`src/rtl/core/tcsf_pkg.sv`:
```
`timescale 1ns / 1ps
// ----------------------------------------------------------------------------
// Text stream filter package
// Shared constants, payload types and the work descriptor passed from the
// classifying front end to the output sequencer.
// ----------------------------------------------------------------------------
package tcsf_pkg;

	localparam int COUNT_DIGITS = 9;
	localparam int MAX_OUT      = 14;
	localparam int MIN_WIDTH    = 6;
	localparam int Q_DEPTH      = 4;

	localparam int SIG_W   = $clog2(COUNT_DIGITS + 1);
	localparam int DIG_W   = $clog2(COUNT_DIGITS);
	localparam int LEN_W   = $clog2(MAX_OUT + 1);
	localparam int SUM_W   = LEN_W + 1;
	localparam int Q_PTR_W = $clog2(Q_DEPTH);
	localparam int Q_CNT_W = $clog2(Q_DEPTH + 1);

	localparam logic [7:0] CH_TAB    = 8'h09;
	localparam logic [7:0] CH_NL     = 8'h0A;
	localparam logic [7:0] CH_SPACE  = 8'h20;
	localparam logic [7:0] CH_DOLLAR = 8'h24;
	localparam logic [7:0] CH_DASH   = 8'h2D;
	localparam logic [7:0] CH_ZERO   = 8'h30;
	localparam logic [7:0] CH_QMARK  = 8'h3F;
	localparam logic [7:0] CH_I      = 8'h49;
	localparam logic [7:0] CH_M      = 8'h4D;
	localparam logic [7:0] CH_CARET  = 8'h5E;
	localparam logic [7:0] CH_DEL    = 8'h7F;
	localparam logic [7:0] CTRL_TOP  = 8'h20;
	localparam logic [7:0] CTRL_OFS  = 8'h40;

	typedef enum logic [2:0] {
		CFG_NUMBER_LINES         = 3'd0,
		CFG_NUMBER_NONBLANK_ONLY = 3'd1,
		CFG_SQUEEZE_BLANK        = 3'd2,
		CFG_SHOW_ENDS            = 3'd3,
		CFG_SHOW_TABS            = 3'd4,
		CFG_SHOW_NONPRINTING     = 3'd5
	} cfg_idx_t;

	typedef struct packed {
		logic number_lines;
		logic number_nonblank_only;
		logic squeeze_blank;
		logic show_ends;
		logic show_tabs;
		logic show_nonprinting;
	} cfg_t;

	typedef struct packed {
		logic [7:0] in_byte;
		logic       file_start;
	} in_item_t;

	typedef struct packed {
		logic [7:0] out_byte;
		logic       last;
	} out_item_t;

	typedef logic [COUNT_DIGITS-1:0][3:0] bcd_t;

	typedef struct packed {
		logic                 has_num;
		bcd_t                 digits;
		logic [SIG_W-1:0]     sig;
		logic [SIG_W-1:0]     width;
		logic [3:0][7:0]      body;
		logic [LEN_W-1:0]     len;
	} desc_t;

	typedef struct packed {
		logic full;
		logic empty;
	} q_stat_t;

endpackage

```
`src/rtl/core/text_cat_stream_filter_unit.sv`:
```
`timescale 1ns / 1ps
// ----------------------------------------------------------------------------
// Text stream filter
// Line numbering, blank-line squeezing and visible control characters for a
// byte-wide text stream.
// ----------------------------------------------------------------------------
// One text byte is taken per request and expands into zero to fourteen output
// bytes, the last one flagged. The output sequencer sends one byte per clock
// while out_stall is low, and an item yields one byte for plain text and up to
// fourteen for a numbered line start with an escape; a squeezed blank line
// yields no output byte. Input requests are taken every cycle while the
// four-entry descriptor queue between the front end and the sequencer has
// room. Configuration writes are always ready.
module text_cat_stream_filter_unit (
	input  logic                clk,
	input  logic                arst_n,
	input  logic                in_valid,
	output logic                in_stall,
	input  tcsf_pkg::in_item_t  in_data,
	output logic                out_valid,
	input  logic                out_stall,
	output tcsf_pkg::out_item_t out_data,
	input  logic                cfg_valid,
	output logic                cfg_ready,
	input  tcsf_pkg::cfg_idx_t  cfg_index,
	input  logic                cfg_data
);
	import tcsf_pkg::*;

	cfg_t    cfg_q;
	q_stat_t q_stat;
	logic    push;
	desc_t   push_desc;
	logic    pop;
	desc_t   head;

	assign cfg_ready = 1'b1;

	always_ff @(posedge clk or negedge arst_n) begin
		if (!arst_n) begin
			cfg_q <= '0;
		end else if (cfg_valid && cfg_ready) begin
			case (cfg_index)
				CFG_NUMBER_LINES:         cfg_q.number_lines         <= cfg_data;
				CFG_NUMBER_NONBLANK_ONLY: cfg_q.number_nonblank_only <= cfg_data;
				CFG_SQUEEZE_BLANK:        cfg_q.squeeze_blank        <= cfg_data;
				CFG_SHOW_ENDS:            cfg_q.show_ends            <= cfg_data;
				CFG_SHOW_TABS:            cfg_q.show_tabs            <= cfg_data;
				CFG_SHOW_NONPRINTING:     cfg_q.show_nonprinting     <= cfg_data;
				default: begin
				end
			endcase
		end
	end

	tcsf_front u_front (
		.clk       (clk),
		.arst_n    (arst_n),
		.cfg       (cfg_q),
		.in_valid  (in_valid),
		.in_stall  (in_stall),
		.in_data   (in_data),
		.q_stat    (q_stat),
		.push      (push),
		.push_desc (push_desc)
	);

	tcsf_queue u_queue (
		.clk       (clk),
		.arst_n    (arst_n),
		.push      (push),
		.push_desc (push_desc),
		.pop       (pop),
		.head      (head),
		.q_stat    (q_stat)
	);

	tcsf_back u_back (
		.clk       (clk),
		.arst_n    (arst_n),
		.head      (head),
		.q_stat    (q_stat),
		.pop       (pop),
		.out_valid (out_valid),
		.out_stall (out_stall),
		.out_data  (out_data)
	);

	a_push_fills: assert property (@(posedge clk) disable iff (!arst_n)
		push |=> !q_stat.empty)
		else $error("Queue is empty after a descriptor was written.");

	a_item_continues: assert property (@(posedge clk) disable iff (!arst_n)
		out_valid && !out_stall && !out_data.last |=> out_valid)
		else $error("Output stopped in the middle of an item.");

	a_sig_range: assert property (@(posedge clk) disable iff (!arst_n)
		push |-> push_desc.sig >= SIG_W'(1) && push_desc.sig <= SIG_W'(COUNT_DIGITS)
			&& push_desc.len != '0)
		else $error("Descriptor has a bad digit count or length.");

	a_pop_nonempty: assert property (@(posedge clk) disable iff (!arst_n)
		pop |-> !q_stat.empty)
		else $error("Descriptor removed from an empty queue.");

endmodule

```
`src/rtl/core/tcsf_front.sv`:
```
`timescale 1ns / 1ps
// ----------------------------------------------------------------------------
// Text stream filter front end
// Accepts input bytes, tracks line state and the line counter, and turns each
// byte that is not squeezed out into a descriptor of the output it produces.
// ----------------------------------------------------------------------------
module tcsf_front (
	input  logic              clk,
	input  logic              arst_n,
	input  tcsf_pkg::cfg_t    cfg,
	input  logic              in_valid,
	output logic              in_stall,
	input  tcsf_pkg::in_item_t in_data,
	input  tcsf_pkg::q_stat_t q_stat,
	output logic              push,
	output tcsf_pkg::desc_t   push_desc
);
	import tcsf_pkg::*;

	bcd_t             count_q;
	bcd_t             count_nxt;
	logic             at_line_start_q;
	logic [1:0]       newline_run_q;

	logic             accept;
	logic [7:0]       c;
	logic             is_nl;
	logic             ls;
	logic [1:0]       run;
	logic [1:0]       run_nxt;
	logic             drop;
	logic             num;
	logic             carry;
	logic [SIG_W-1:0] sig;
	logic [SIG_W-1:0] width;
	logic [7:0]       low;
	logic [7:0]       t0;
	logic [7:0]       t1;
	logic [2:0]       tlen;
	logic [3:0][7:0]  body;
	logic [2:0]       blen;
	logic [SUM_W-1:0] sum;
	logic [LEN_W-1:0] len;

	assign in_stall = q_stat.full;
	assign accept   = in_valid && !in_stall;
	assign c        = in_data.in_byte;
	assign is_nl    = (c == CH_NL);
	assign ls       = in_data.file_start ? 1'b1 : at_line_start_q;
	assign run      = in_data.file_start ? 2'd1 : newline_run_q;
	assign drop     = is_nl && cfg.squeeze_blank && (run >= 2'd2);
	assign run_nxt  = is_nl ? ((run < 2'd2) ? run + 2'd1 : run) : 2'd0;
	assign num      = ls && cfg.number_lines && !(cfg.number_nonblank_only && is_nl);

	always_comb begin
		sig = SIG_W'(1);
		for (int i = 1; i < COUNT_DIGITS; i++) begin
			if (count_q[i] != 4'd0) begin
				sig = SIG_W'(i + 1);
			end
		end
		width = (sig > SIG_W'(MIN_WIDTH)) ? sig : SIG_W'(MIN_WIDTH);
	end

	always_comb begin
		count_nxt = count_q;
		carry     = 1'b1;
		for (int i = 0; i < COUNT_DIGITS; i++) begin
			if (carry) begin
				if (count_q[i] == 4'd9) begin
					count_nxt[i] = 4'd0;
				end else begin
					count_nxt[i] = count_q[i] + 4'd1;
					carry        = 1'b0;
				end
			end
		end
		if (carry) begin
			count_nxt = count_q;
		end
	end

	always_comb begin
		low  = c[7] ? {1'b0, c[6:0]} : c;
		t0   = low;
		t1   = CH_QMARK;
		tlen = 3'd1;
		if (low < CTRL_TOP) begin
			t0   = CH_CARET;
			t1   = low + CTRL_OFS;
			tlen = 3'd2;
		end else if (low == CH_DEL) begin
			t0   = CH_CARET;
			t1   = CH_QMARK;
			tlen = 3'd2;
		end
		body = '0;
		blen = 3'd1;
		if (is_nl) begin
			if (cfg.show_ends) begin
				body[0] = CH_DOLLAR;
				body[1] = CH_NL;
				blen    = 3'd2;
			end else begin
				body[0] = CH_NL;
			end
		end else if (c == CH_TAB) begin
			if (cfg.show_tabs) begin
				body[0] = CH_CARET;
				body[1] = CH_I;
				blen    = 3'd2;
			end else begin
				body[0] = CH_TAB;
			end
		end else if (cfg.show_nonprinting) begin
			if (c[7]) begin
				body[0] = CH_M;
				body[1] = CH_DASH;
				body[2] = t0;
				body[3] = t1;
				blen    = tlen + 3'd2;
			end else begin
				body[0] = t0;
				body[1] = t1;
				blen    = tlen;
			end
		end else begin
			body[0] = c;
		end
		sum = (num ? SUM_W'(width) + SUM_W'(1) : SUM_W'(0)) + SUM_W'(blen);
		len = (sum > SUM_W'(MAX_OUT)) ? LEN_W'(MAX_OUT) : sum[LEN_W-1:0];
	end

	assign push              = accept && !drop;
	assign push_desc.has_num = num;
	assign push_desc.digits  = count_q;
	assign push_desc.sig     = sig;
	assign push_desc.width   = width;
	assign push_desc.body    = body;
	assign push_desc.len     = len;

	always_ff @(posedge clk or negedge arst_n) begin
		if (!arst_n) begin
			count_q         <= bcd_t'(1);
			at_line_start_q <= 1'b1;
			newline_run_q   <= 2'd1;
		end else if (accept) begin
			newline_run_q   <= run_nxt;
			at_line_start_q <= drop ? ls : is_nl;
			if (push && num) begin
				count_q <= count_nxt;
			end
		end
	end

endmodule

```
`src/rtl/core/tcsf_queue.sv`:
```
`timescale 1ns / 1ps
// ----------------------------------------------------------------------------
// Text stream filter descriptor queue
// Small first-in first-out buffer that decouples the front end from the
// output sequencer.
// ----------------------------------------------------------------------------
module tcsf_queue (
	input  logic              clk,
	input  logic              arst_n,
	input  logic              push,
	input  tcsf_pkg::desc_t   push_desc,
	input  logic              pop,
	output tcsf_pkg::desc_t   head,
	output tcsf_pkg::q_stat_t q_stat
);
	import tcsf_pkg::*;

	desc_t              mem_q [Q_DEPTH];
	logic [Q_PTR_W-1:0] wr_ptr_q;
	logic [Q_PTR_W-1:0] rd_ptr_q;
	logic [Q_CNT_W-1:0] count_q;

	assign head         = mem_q[rd_ptr_q];
	assign q_stat.full  = (count_q == Q_CNT_W'(Q_DEPTH));
	assign q_stat.empty = (count_q == '0);

	always_ff @(posedge clk) begin
		if (push) begin
			mem_q[wr_ptr_q] <= push_desc;
		end
	end

	always_ff @(posedge clk or negedge arst_n) begin
		if (!arst_n) begin
			wr_ptr_q <= '0;
			rd_ptr_q <= '0;
			count_q  <= '0;
		end else begin
			if (push) begin
				wr_ptr_q <= wr_ptr_q + Q_PTR_W'(1);
			end
			if (pop) begin
				rd_ptr_q <= rd_ptr_q + Q_PTR_W'(1);
			end
			if (push && !pop) begin
				count_q <= count_q + Q_CNT_W'(1);
			end else if (pop && !push) begin
				count_q <= count_q - Q_CNT_W'(1);
			end
		end
	end

endmodule

```
`src/rtl/core/tcsf_back.sv`:
```
`timescale 1ns / 1ps
// ----------------------------------------------------------------------------
// Text stream filter output sequencer
// Walks the descriptor at the head of the queue and sends one output byte per
// cycle, while the output is not stalled, through a registered output stage.
// ----------------------------------------------------------------------------
module tcsf_back (
	input  logic                clk,
	input  logic                arst_n,
	input  tcsf_pkg::desc_t     head,
	input  tcsf_pkg::q_stat_t   q_stat,
	output logic                pop,
	output logic                out_valid,
	input  logic                out_stall,
	output tcsf_pkg::out_item_t out_data
);
	import tcsf_pkg::*;

	logic [LEN_W-1:0] pos_q;
	logic             out_valid_q;
	out_item_t        out_q;

	logic             load;
	logic             is_last;
	logic [SUM_W-1:0] p;
	logic [SUM_W-1:0] pad;
	logic [SUM_W-1:0] w;
	logic [SUM_W-1:0] off;
	logic [SUM_W-1:0] dsel;
	logic [7:0]       ch;

	assign load    = !out_valid_q || !out_stall;
	assign is_last = (pos_q == head.len - LEN_W'(1));
	assign pop     = load && !q_stat.empty && is_last;

	always_comb begin
		p    = SUM_W'(pos_q);
		w    = SUM_W'(head.width);
		pad  = w - SUM_W'(head.sig);
		off  = head.has_num ? p - w - SUM_W'(1) : p;
		dsel = w - SUM_W'(1) - p;
		ch   = head.body[off[1:0]];
		if (head.has_num) begin
			if (p < pad) begin
				ch = CH_SPACE;
			end else if (p < w) begin
				ch = CH_ZERO + {4'd0, head.digits[dsel[DIG_W-1:0]]};
			end else if (p == w) begin
				ch = CH_TAB;
			end
		end
	end

	assign out_valid = out_valid_q;
	assign out_data  = out_q;

	always_ff @(posedge clk or negedge arst_n) begin
		if (!arst_n) begin
			out_valid_q <= 1'b0;
			pos_q       <= '0;
		end else if (load) begin
			out_valid_q <= !q_stat.empty;
			if (!q_stat.empty) begin
				pos_q <= is_last ? '0 : pos_q + LEN_W'(1);
			end
		end
	end

	always_ff @(posedge clk) begin
		if (load) begin
			out_q.out_byte <= ch;
			out_q.last     <= is_last;
		end
	end

endmodule
```
`config.mk`:
```
export PLATFORM = sky130hd
export DESIGN_NAME = text_cat_stream_filter_unit
export DESIGN_NICKNAME = d
export VERILOG_FILES = /design/src/rtl/core/tcsf_pkg.sv /design/src/rtl/core/text_cat_stream_filter_unit.sv /design/src/rtl/core/tcsf_front.sv /design/src/rtl/core/tcsf_queue.sv /design/src/rtl/core/tcsf_back.sv
export SDC_FILE = /design/constraint.sdc
export NUM_CORES = 1
export LEC_CHECK = 0
export BUFFER_PORTS_ARGS = -buffer_cell sky130_fd_sc_hd__buf_2
export CELL_PAD_IN_SITES_DETAIL_PLACEMENT = 0
export CELL_PAD_IN_SITES_GLOBAL_PLACEMENT = 1
export CORE_ASPECT_RATIO = 1.25
export CORE_UTILIZATION = 43
export DETAILED_ROUTE_END_ITERATION = 16
export PLACE_DENSITY = 0.74
export SLEW_MARGIN = 10
export SYNTH_ARGS = -nofsm -noshare
export SYNTH_HDL_FRONTEND = slang
export SYNTH_HIERARCHICAL = 1
export SYNTH_SLANG_ARGS = --single-unit
```
`constraint.sdc`:
```
create_clock -name clk -period 5.13 [get_ports clk]
set_clock_uncertainty 0.1 [all_clocks]
set_input_delay 0.2565 -clock clk [delete_from_list [all_inputs] [get_ports clk]]
set_output_delay 0.2565 -clock clk [all_outputs]
set_load 0.02 [all_outputs]
```
# After elaboration in Yosys (flattened, before gate mapping)
# Memory sizes are Yosys's and may differ from the RTL's.
# Index checks and enable logic that the tools add are counted.
classes:
  add_sub_neg: 26
  magnitude_cmp: 9
  eq_ne: 20
  n_mux: 79
  bitwise: 2
  reduce_logical: 48
ops:
  columns: ["cell", "count"]
  rows:
  - ["2-to-1 mux 16 bit", 6]
  - ["2-to-1 mux 4 bit", 21]
  - ["2-to-1 mux 8 bit", 8]
  - ["adder 4 x 1 -> 4 bit (second input constant)", 10]
  - ["== test 4 bit (second input constant)", 9]
  - ["AND reduction 4 bit", 8]
  - ["nonzero test 4 bit", 8]
  - ["2-to-1 mux 24 bit", 1]
  - ["2-to-1 mux 1 bit", 21]
  - ["2-to-1 mux 3 bit", 7]
  - ["2-to-1 mux 7 bit", 3]
  - ["binary-select mux 4 bit (select 4 bit)", 1]
  - ["binary-select mux 8 bit (select 2 bit)", 1]
  - ["== test 8 x 4 -> 1 bit (second input constant)", 2]
  - ["2-to-1 mux 2 bit", 8]
  - ["AND reduction 2 bit", 7]
  - ["logical AND 1 bit", 12]
  - ["== test 3 bit (second input constant)", 3]
  - ["adder 7 x 7 -> 8 bit (second input constant)", 1]
  - ["== test 4 bit", 2]
  - ["logical NOT 1 bit", 8]
  - ["subtractor 4 x 1 -> 4 bit (second input constant)", 2]
  - ["adder 6 x 4 -> 7 bit (first input constant)", 1]
  - ["== test 7 bit (second input constant)", 1]
  - ["other kinds (28)", 33]
word_totals:
  ff_bits: 66
  ram_bits: 324
  inputBits: 18
  out_inout_bits: 12
  word_cells: 209
  memories: 1
mem_list:
  columns: ["name", "words", "word_bits", "rd", "rd_clocked_by_memory_dff", "write_ports", "line_no", "rtl"]
  rows:
  - ["u_queue.mem_q", 4, 81, 1, 0, 1, "tcsf_queue.sv:18", "desc_t mem_q [Q_DEPTH];"]

# Logic depth before layout (Yosys ltp)
# Gate-level depths: netlist of the first run.
logic_depth:
  ltp_word: 16
  ltp_mapped: 15
  ltp_nobuf: 13

# Cells and area by module
# Netlist of the first run, hierarchy kept.
modules_own_cells:
  columns: ["module", "instances", "cells_per_inst", "area_each_um2", "seq_area_each_um2"]
  rows:
  - ["tcsf_queue", 1, 457, 12086.6, 9904.5]
  - ["tcsf_front", 1, 382, 3079.2, 979.7]
  - ["tcsf_back", 1, 170, 1791.7, 395.4]
  - ["text_cat_stream_filter_unit", 1, 20, 310.3, 150.1]

# Worst setup path before layout of the first run
# OpenSTA, ideal clock, no wires.
synth_path:
  path_type: "register to register"
  from: "register u_queue.count_q[2]"
  to: "memory u_queue/mem_q[1][0] (netlist bit), enable pin"
  setup_ns: 0.448
  arrival_time_ns: 3.126
  t_required_ns: 4.582
  setup_slack_ns: 1.455
  stages_incl_launch_ff: 6
  path_buffers: 1
  period_less_slack_ns: 3.675
  path_cell_list: "dfrtp_1 > nor3b_1 > nand2b_1 > buf_1 > a21oi_1 > and2_1"
synth_lines:
  columns: ["element", "line_no", "rtl"]
  rows:
  - ["start, declared", "tcsf_queue.sv:21", "logic [Q_CNT_W-1:0] count_q;"]
  - ["start signal, assigned", "tcsf_queue.sv:46", "count_q <= count_q + Q_CNT_W'(1);"]
  - ["start signal, assigned", "tcsf_queue.sv:48", "count_q <= count_q - Q_CNT_W'(1);"]
  - ["end, declared", "tcsf_queue.sv:18", null]

==> results of run 1 <==
## layer usage
metal,share of wire [%],up-vias
met4,2.3,0
met5,0,-
met3,3.8,50
li1,-,4133
met1,40,4626
met2,53,200
## cell type report
class	instances	area, um^2
fill	3308	20200
sequential	390	11400
multi-input combinational	557	5390
clock buffer	50	1070
tap	498	623
timing repair buffer	42	303
clock inverter	19	164
inverter	43	161
## sequential cells by signal, indices dropped and copies added (netlist names)
signal	flops
u_queue/mem_q	324
u_front/push_desc	36
u_back/out_data	9
cfg_q	6
u_back/pos_q	4
u_queue/count_q	3
u_front/newline_run_q	2
u_queue/rd_ptr_q	2
u_queue/wr_ptr_q	2
u_back/out_valid	1
u_front/at_line_start_q	1
## critical path, cell delays in order, from the launching register on
cell      delay (ns)
dfrtp_1         0.48
nor4_1          0.69
nand2_1         0.33
inv_1           0.33
ha_1            0.29
nand2b_1        0.18
inv_1           0.07
ha_1            0.22
a21o_1          0.17
a21oi_1         0.25
xor2_1          0.10
o311a_1         0.40
## Yosys cell counts (13+ instances only)
cell / count / share of area [%]
inv_1: 43 / 0.93
dfrtp_1: 54 / 7.8
mux2i_1: 26 / 1.5
mux4_2: 89 / 12
nor2_1: 50 / 1.1
ha_1: 29 / 2.1
xor2_1: 20 / 1.0
nand2_1: 48 / 1.0
buf_2: 13 / 0.38
a21oi_1: 29 / 0.84
edfxtp_1: 333 / 58
o21ai_0: 27 / 0.78
xnor2_1: 13 / 0.66
nor3_1: 23 / 0.67
## through the flow
stage               hold slack (ns)  area [um^2]
detailed placement            0.368        17900
finish                       0.0439        19100
global route                 0.0490        19100
CTS                          0.0150        19100
floorplan                    -0.139        17300
global placement              0.366        17900
## path summary, 6_finish.rpt
kind                       depth (start not counted)                       end  slack, ns
setup reg to reg                                  11       u_queue/mem_q[1][0]       1.23
min in group asynchronous                          3     u_front/push_desc[76]       0.31
hold reg to reg                                    2  u_front/newline_run_q[0]       0.37
setup / recovery                                  11       u_queue/mem_q[1][0]       1.23
max in group asynchronous                          3       u_queue/rd_ptr_q[0]       3.90
hold / removal                                     3                  cfg_q[0]       0.04
## cell families after synthesis
group	Yosys count	share of synthesized area, %
AO/OA/AOI/OAI	121	4.51
XOR/XNOR	35	1.91
adder cells (fa/ha/maj)	33	2.57
buffers and inverters	84	2.69
flip-flops	390	66.2
multiplexers	129	14.4
other	2	0.0435
AND/OR/NAND/NOR	235	7.70
## power by group through the flow
stage / registers (mW) / logic, mW / clock network [mW]
6_report: 4.44 / 3.27 / 2.72
4_1_cts: 4.45 / 3.35 / 2.79
5_1_grt: 4.50 / 3.58 / 2.90
3_5_place_dp: 4.51 / 3.34 / 0
3_3_place_gp: 4.49 / 3.31 / 0
2_1_floorplan: 4.44 / 2.52 / 0
==> flow_summary.toml, run 1 <==
[route]
firstDrtPassIters = 5
wirelength_um = 34700
routedWlPerCell_um = 21.7
ant_nets = 0
drt_iter0_markers = 729
vias = 9009
drcViolationCount = 0
vias_per_cell = 5.63

[cts]
cts_inserted_buffers = 38
root_buffer = "clkbuf_16"
clk-insertion-delay-late_ns = 0.54
cts_setup_buffers = 0
cts_tree = "built"
cts-resized-gates = 0
htreeDepth = 2
cts_max_path_buffers = 3
hold_buffers = 3
clock-sinks = 390
path_clk_slew_ns = 0.06

[global_route]
antenna_found_initial = 0
grt_use_total_pct = 17.6
grt_use_met1_pct = 22.0
use_met3_pct = 2.58
grt_first_pass_wirelength_um = 54600
busiest_layer = "met2"
gr-total-overflow = 0
use_met2_pct = 31.7
grt_pass1_vias = 9212
grt_start_max_net_pins = 69

[timing]
timing.final.max_slew_violations = 0
setup_viol = 0
setup_tns_ns = 0
clock.fmax_mhz = 257
fin_crit_sh_pct = 76.0
fin_ws_ns = 1.23
min_period_ns = 3.90
slew_headroom_pct = 35.7
rsz0062_at_grt = "false"
worstMarginPinSlew_ns = 0.964
finalHoldViolations = 0

[synthesis]
yosys_warnings = 6
yosysSeqAreaShare_pct = 66.2
ys_types = 82
syn_area_per_cell_um2 = 16.8
async_flop_share_pct = 14.6
ys.flop_type = "edfxtp_1"
ys_ff_latch = 390
syn_area_mm2 = 0.0173
syn_inst = 1029
synth_edf_count = 333

[setup_path]
cp-start-kind = "flip-flop"
critPathLaunch = "u_front/push_desc[73]"
crit_fanout = 11
critical_path_arrival_ns = 4.04
r2r_start = "u_front/push_desc[73]"
crit_required_ns = 5.28
crit_type = "flip-flop to flip-flop"
setup.worst_path.end_class = "flip-flop"

[cells_and_area]
drive_gt1_share_pct = 19.8
syn2layout_area_growth_pct = 10.9
layout_common_cells = "edfxtp_1 (333), mux4_2 (89), dfrtp_1 (52)"
final_common_cell = "edfxtp_1"
final_cells = 1599
num_antenna_cells = 0
fin_nets = 1123
final_util_pct = 48.7

[placed_design]
place_ws_ns = 1.24
dp_hpwl_um = 22100
portBuffers = 28
gp_congestion = 0.783
placed_cells = 1527

[floorplanning]
coreArea_mm2 = 0.0393
ios = 30
die-area_mm2 = 0.0410
initial_utilization_pct = 43.9
rows = 81
dieHeight_um = 226
die_x_um = 181

[power_and_ir_drop]
combinationalPowerShare_pct = 31.4
pwr-share-clk_pct = 26.1
seqPwrFrac_pct = 42.5
p_int_mw = 7.14
powerDensity_mw_per_mm2 = 545
p_switching_mw = 3.29
p_leak_nw = 6.61
power_mw = 10.4
irDropWorstVdd_mv = 0.288
sw_frac_of_total_pct = 31.6

[min_path]
hp-start = "cfg_index[0]"
min_path_type = "primary input to flip-flop"

[job]
maxCapViolCount = 0

[status]
status = "finished, final reports clean"
Note: power is estimated with default switching activity, not from simulation.
==> run 2, diff against run 1 <==
PLACE_DENSITY = 0.77   (was 0.74)
clock period = 3.4 ns   (was 5.13 ns; I/O delays follow)
==> flow_summary.toml, run 2 (synthesized netlist as in run 1, its figures left out) <==
[setup_path]
max_stage_delay_ns = 0.55
crit_required_ns = 3.56
path_cells = "mux4_2, ha_1, inv_1, fa_2, buf_12, mux4_2, mux2i_1, a21oi_1, a31oi_1, a211oi_1"
setup.worst_path.end_class = "flip-flop"
cpLargestDelayFamily = "multiplexers"
cp.buffers_inverters = 2
rr_worst_depth = 10
r2r_start = "u_queue/rd_ptr_q[0]"
critPathSlowestCell = "mux4_2"
cp_num_cells = 10
endpoint = "u_back/out_data[4]"
crit_type = "flip-flop to flip-flop"
cp-start-kind = "flip-flop"
critical_path_arrival_ns = 3.44
r2r_end = "u_back/out_data[4]"
crit_top_cell = "mux4_2"
critPathLaunch = "u_queue/rd_ptr_q[0]"
crit_fanout = 9
r2r_setup_slack_ns = 0.12

[route]
vias_per_cell = 5.63
ant_nets = 0
drcViolationCount = 0
dr.max_layer_used = "met4"
wl_met2_um = 18900
wl_met1_um = 14200
firstDrtPassIters = 5
vias = 9377
wirelength_um = 35300
drt_iter0_markers = 628
wl_met3_um = 1320
routedWlPerCell_um = 21.2

[timing]
setup_tns_ns = 0
clock.fmax_mhz = 305
slew_headroom_pct = 55.0
fin_crit_sh_pct = 96.4
timing.final.max_slew_violations = 0
rsz0062_at_grt = "false"
worstMarginPinSlew_ns = 0.675
min_period_ns = 3.28
setup_viol = 0
finalHoldViolations = 0

[global_route]
antenna_found_initial = 0
grt_start_max_net_pins = 35
gr-total-overflow = 0
grt_first_pass_wirelength_um = 54900
grt_use_total_pct = 17.6
grt_pass1_vias = 9603

[cts]
root_buffer = "clkbuf_16"
clk-insertion-delay-late_ns = 0.54
cts_max_path_buffers = 3
cts_tree = "built"
cts_inserted_buffers = 38
path_clk_slew_ns = 0.07
clock-sinks = 390
htreeDepth = 2

[min_path]
holdPathStages = 2
min_path_type = "primary input to flip-flop"

[power_and_ir_drop]
p_leak_nw = 6.96
power_mw = 16.5
combinationalPowerShare_pct = 34.0
irDropWorstVdd_mv = 0.497
seqPwrFrac_pct = 40.2
p_switching_mw = 5.15
sw_frac_of_total_pct = 31.3
p_int_mw = 11.3
powerDensity_mw_per_mm2 = 830
pwr-share-clk_pct = 25.9

[cells_and_area]
largest_reg_flops = 324
fillCellCount = 3165
layout_common_cells = "edfxtp_1 (333), mux4_2 (89), dfrtp_1 (52), buf_4 (52), nor2_1 (50)"
drive_gt1_share_pct = 24.5
fin_nets = 1189
final_common_cell = "edfxtp_1"
syn2layout_area_growth_pct = 15.0
num_antenna_cells = 0
regMostFlops = "u_queue/mem_q"

[floorplanning]
dieHeight_um = 226
ios = 30
rows = 81
coreArea_mm2 = 0.0393
initial_utilization_pct = 43.9
die-area_mm2 = 0.0410
die_x_um = 181

[placed_design]
portBuffers = 28
gp_congestion = 0.807
dp_hpwl_um = 23300

[job]
maxCapViolCount = 0

[status]
status = "finished, final reports clean"
## run 2: worst min path at each step
stage / to / from
final: u_queue/mem_q[0][26] / in_data[7]
after global placement: u_front/push_desc[78] / arst_n
after detailed placement: u_front/push_desc[78] / arst_n
after floorplan: cfg_q[0] / arst_n
after CTS: u_queue/mem_q[0][26] / in_data[7]
after global routing: u_queue/mem_q[0][26] / in_data[7]
## run 2: worst register-to-register path: cells and delay by family, from the launching register on
family                     cells  cell delay (ns)
adders and majority gates      2             0.68
muxes                          3             1.17
DFF                            1             0.50
buffers and inverters          2             0.24
AOI/OAI and AO/OA              3             0.34
## run 2: per-stage QoR
stage	cell area, um^2	hold WS, ns	cells	utilization, %	setup WS [ns]
3_3_place_gp	18300	0.00913	1576	46.7	-0.141
5_1_grt	19900	0.0385	1665	50.5	0.0101
2_1_floorplan	17300	-0.226	1031	-	0.0665
3_5_place_dp	18300	0.0125	1576	46.7	-0.136
6_report	19900	0.0310	1665	50.5	0.122
4_1_cts	19800	0.0254	1658	50.2	0.0270
## run 2: layout make-up
type / count / area, um^2 / area share, %
Sequential cell: 390 / 11400 / 57.6
Multi-Input combinational cell: 557 / 5430 / 27.3
Clock buffer: 50 / 1060 / 5.33
Timing Repair Buffer: 108 / 935 / 4.71
Tap cell: 498 / 623 / 3.14
Clock inverter: 19 / 211 / 1.07
Inverter: 43 / 161 / 0.813
## run 2: metal layers
metal | vias to the layer above | track usage (%)
met5 | - | 0
met4 | 0 | 5.41
met3 | 57 | 2.14
met2 | 231 | 32.5
met1 | 4823 | 21.3
li1 | 4266 | -
## run 2: power by group through the flow
stage | Combinational (mW) | Sequential [mW] | Clock [mW]
after floorplan | 3.83 | 6.66 | 0
after global placement | 5.39 | 6.69 | 0
after detailed placement | 5.46 | 6.73 | 0
after CTS | 5.51 | 6.63 | 4.36
after global routing | 6.02 | 6.69 | 4.51
final | 5.59 | 6.62 | 4.26
## run 2: what timing repair did
| action | CTS | global route |
|---|---|---|
| endpoints found under the hold margin | 66 | 0 |
| setup endpoints to repair | 6 | 12 |
| resized for setup | 3 | 9 |
| pin swaps | 1 | 4 |
| buffers inserted | 0 | 7 |
| hold buffers | 13 | 0 |
==> run 3, diff against run 2 <==
--- a/config.mk
+++ b/config.mk
@@ -12,5 +12,6 @@
 export CORE_UTILIZATION = 43
 export DETAILED_ROUTE_END_ITERATION = 16
-export PLACE_DENSITY = 0.77
+export MAX_ROUTING_LAYER = met4
+export PLACE_DENSITY_LB_ADDON = 0.08
 export SLEW_MARGIN = 10
 export SYNTH_ARGS = -nofsm -noshare
==> constraint.sdc (replaced) <==
create_clock -name clk -period 3.4 [get_ports clk]
set_clock_uncertainty 0.1 [all_clocks]
set_input_delay 0 -clock clk [delete_from_list [all_inputs] [get_ports clk]]
set_output_delay 0 -clock clk [all_outputs]
set_load 0.02 [all_outputs]
==> flow_summary.toml, run 3 (synthesized netlist as in run 1, its figures left out) <==
[status]
status = "finished, final reports clean"

[route]
wl_met1_um = 15600
wirelength_um = 38000
ant_nets = 0
drcViolationCount = 0
firstDrtPassIters = 4
drt_iter0_markers = 577
wl_met3_um = 1080
dr.max_layer_used = "met4"
wl_met2_um = 20100
routedWlPerCell_um = 22.5
vias_per_cell = 5.51
vias = 9314

[cells_and_area]
regArea_mm2 = 0.0114
regMostFlops = "u_queue/mem_q"
syn2layout_area_growth_pct = 15.8
final_common_cell = "edfxtp_1"
fillCellCount = 3295
multiInputGateArea_mm2 = 0.00542
largest_reg_flops = 324
drive_gt1_share_pct = 24.6
fin_nets = 1212
num_antenna_cells = 0
layout_common_cells = "edfxtp_1 (333), mux4_2 (90), buf_4 (64)"
stdcell_area_mm2 = 0.0200

[cts]
clock-sinks = 390
cts_inserted_buffers = 40
cts_max_path_buffers = 3
path_clk_slew_ns = 0.06
root_buffer = "clkbuf_16"
cts_tree = "built"
htreeDepth = 2
clk-insertion-delay-late_ns = 0.53

[floorplanning]
die_x_um = 181
rows = 81
ios = 30
coreArea_mm2 = 0.0393
initial_utilization_pct = 43.9
die-area_mm2 = 0.0410
dieHeight_um = 226

[setup_path]
r2r_start = "u_queue/rd_ptr_q[0]"
setup.worst_path.end_class = "flip-flop"
critPathLaunch = "u_queue/rd_ptr_q[0]"
cp.buffers_inverters = 3
rr_worst_depth = 11
max_stage_delay_ns = 0.56
path_cells = "mux4_2, buf_6, ha_4, inv_2, fa_2, buf_6, mux4_2, mux2i_1, a21oi_1, a31oi_1, a211oi_1"
r2r_end = "u_back/out_data[1]"
cp_num_cells = 11
endpoint = "u_back/out_data[1]"
cp-start-kind = "flip-flop"
r2r_setup_slack_ns = 0.03
crit_fanout = 6
critical_path_arrival_ns = 3.54
crit_type = "flip-flop to flip-flop"
cpLargestDelayFamily = "multiplexers"
crit_required_ns = 3.56
critPathSlowestCell = "mux4_2"

[power_and_ir_drop]
irDropWorstVdd_mv = 0.310
p_leak_nw = 7.05
powerDensity_mw_per_mm2 = 829
power_mw = 16.6

[timing]
hold_ws_ns = 0.0806
rsz0062_at_grt = "true"
setup_viol = 0
finalHoldViolations = 0
slew_headroom_pct = 33.2
fin_crit_sh_pct = 99.1
worstMarginPinSlew_ns = 1.00
min_period_ns = 3.37
timing.final.max_slew_violations = 0
setup_tns_ns = 0
clock.fmax_mhz = 297

[placed_design]
gp_congestion = 0.792
dpl_cell_area_mm2 = 0.0184
portBuffers = 28
dp_hpwl_um = 25600

[job]
maxCapViolCount = 0

[min_path]
min_path_type = "primary input to asynchronous set/reset pin"

[global_route]
grt_start_max_net_pins = 39
antenna_found_initial = 0
gr-total-overflow = 0
grt_use_total_pct = 19.8
grt_pass1_vias = 9761
grt_first_pass_wirelength_um = 58600
[run 3: worst min path at each step]
stage | start | endpoint
finish | arst_n | u_front/push_desc[58]
global route | arst_n | u_front/push_desc[51]
CTS | arst_n | u_queue/wr_ptr_q[0]
detailed placement | arst_n | u_front/push_desc[46]
global placement | arst_n | u_front/push_desc[46]
floorplan | arst_n | cfg_q[0]
[run 3: cell type report]
| type | instances | share of cell area, % |
|---|---|---|
| Sequential cell | 390 | 57.2 |
| Multi-Input combinational cell | 557 | 27.1 |
| Inverter | 43 | 0.807 |
| Clock inverter | 16 | 0.776 |
| Timing Repair Buffer | 129 | 5.53 |
| Tap cell | 498 | 3.12 |
| Clock buffer | 56 | 5.46 |
[run 3: what timing repair did]
action	CTS	global route
gates resized for setup	1	15
endpoints found under the hold margin	120	0
endpoints found under the setup margin	4	8
hold buffers	22	0
setup buffers	0	8
pin swaps	0	5
[run 3: layer usage]
layer	vias up	track usage, %
met3	66	2.74
li1	4319	-
met2	133	34.9
met1	4796	23.2
met5	-	-
met4	0	6.86
[run 3: power breakdown]
part / switching (mW) / internal [mW]
clock network: 1.76 / 2.47
logic: 3.06 / 2.64
registers: 0.403 / 6.24
[run 3: worst register-to-register path, cell delays in order (launching register included)]
cell      delay, ns
dfrtp_4        0.46
mux4_2         0.56
buf_6          0.15
ha_4           0.15
inv_2          0.05
fa_2           0.52
buf_6          0.17
mux4_2         0.33
mux2i_1        0.16
a21oi_1        0.05
a31oi_1        0.27
a211oi_1       0.13
[run 3: metrics by stage]
| step | utilization (%) | setup slack (ns) | instances |
|---|---|---|---|
| floorplan | - | 0.0665 | 1031 |
| global placement | 46.9 | -0.0439 | 1588 |
| detailed placement | 46.9 | -0.0845 | 1588 |
| CTS | 50.7 | 0.0206 | 1682 |
| global route | 50.9 | -0.0177 | 1689 |
| finish | 50.9 | 0.0295 | 1689 |
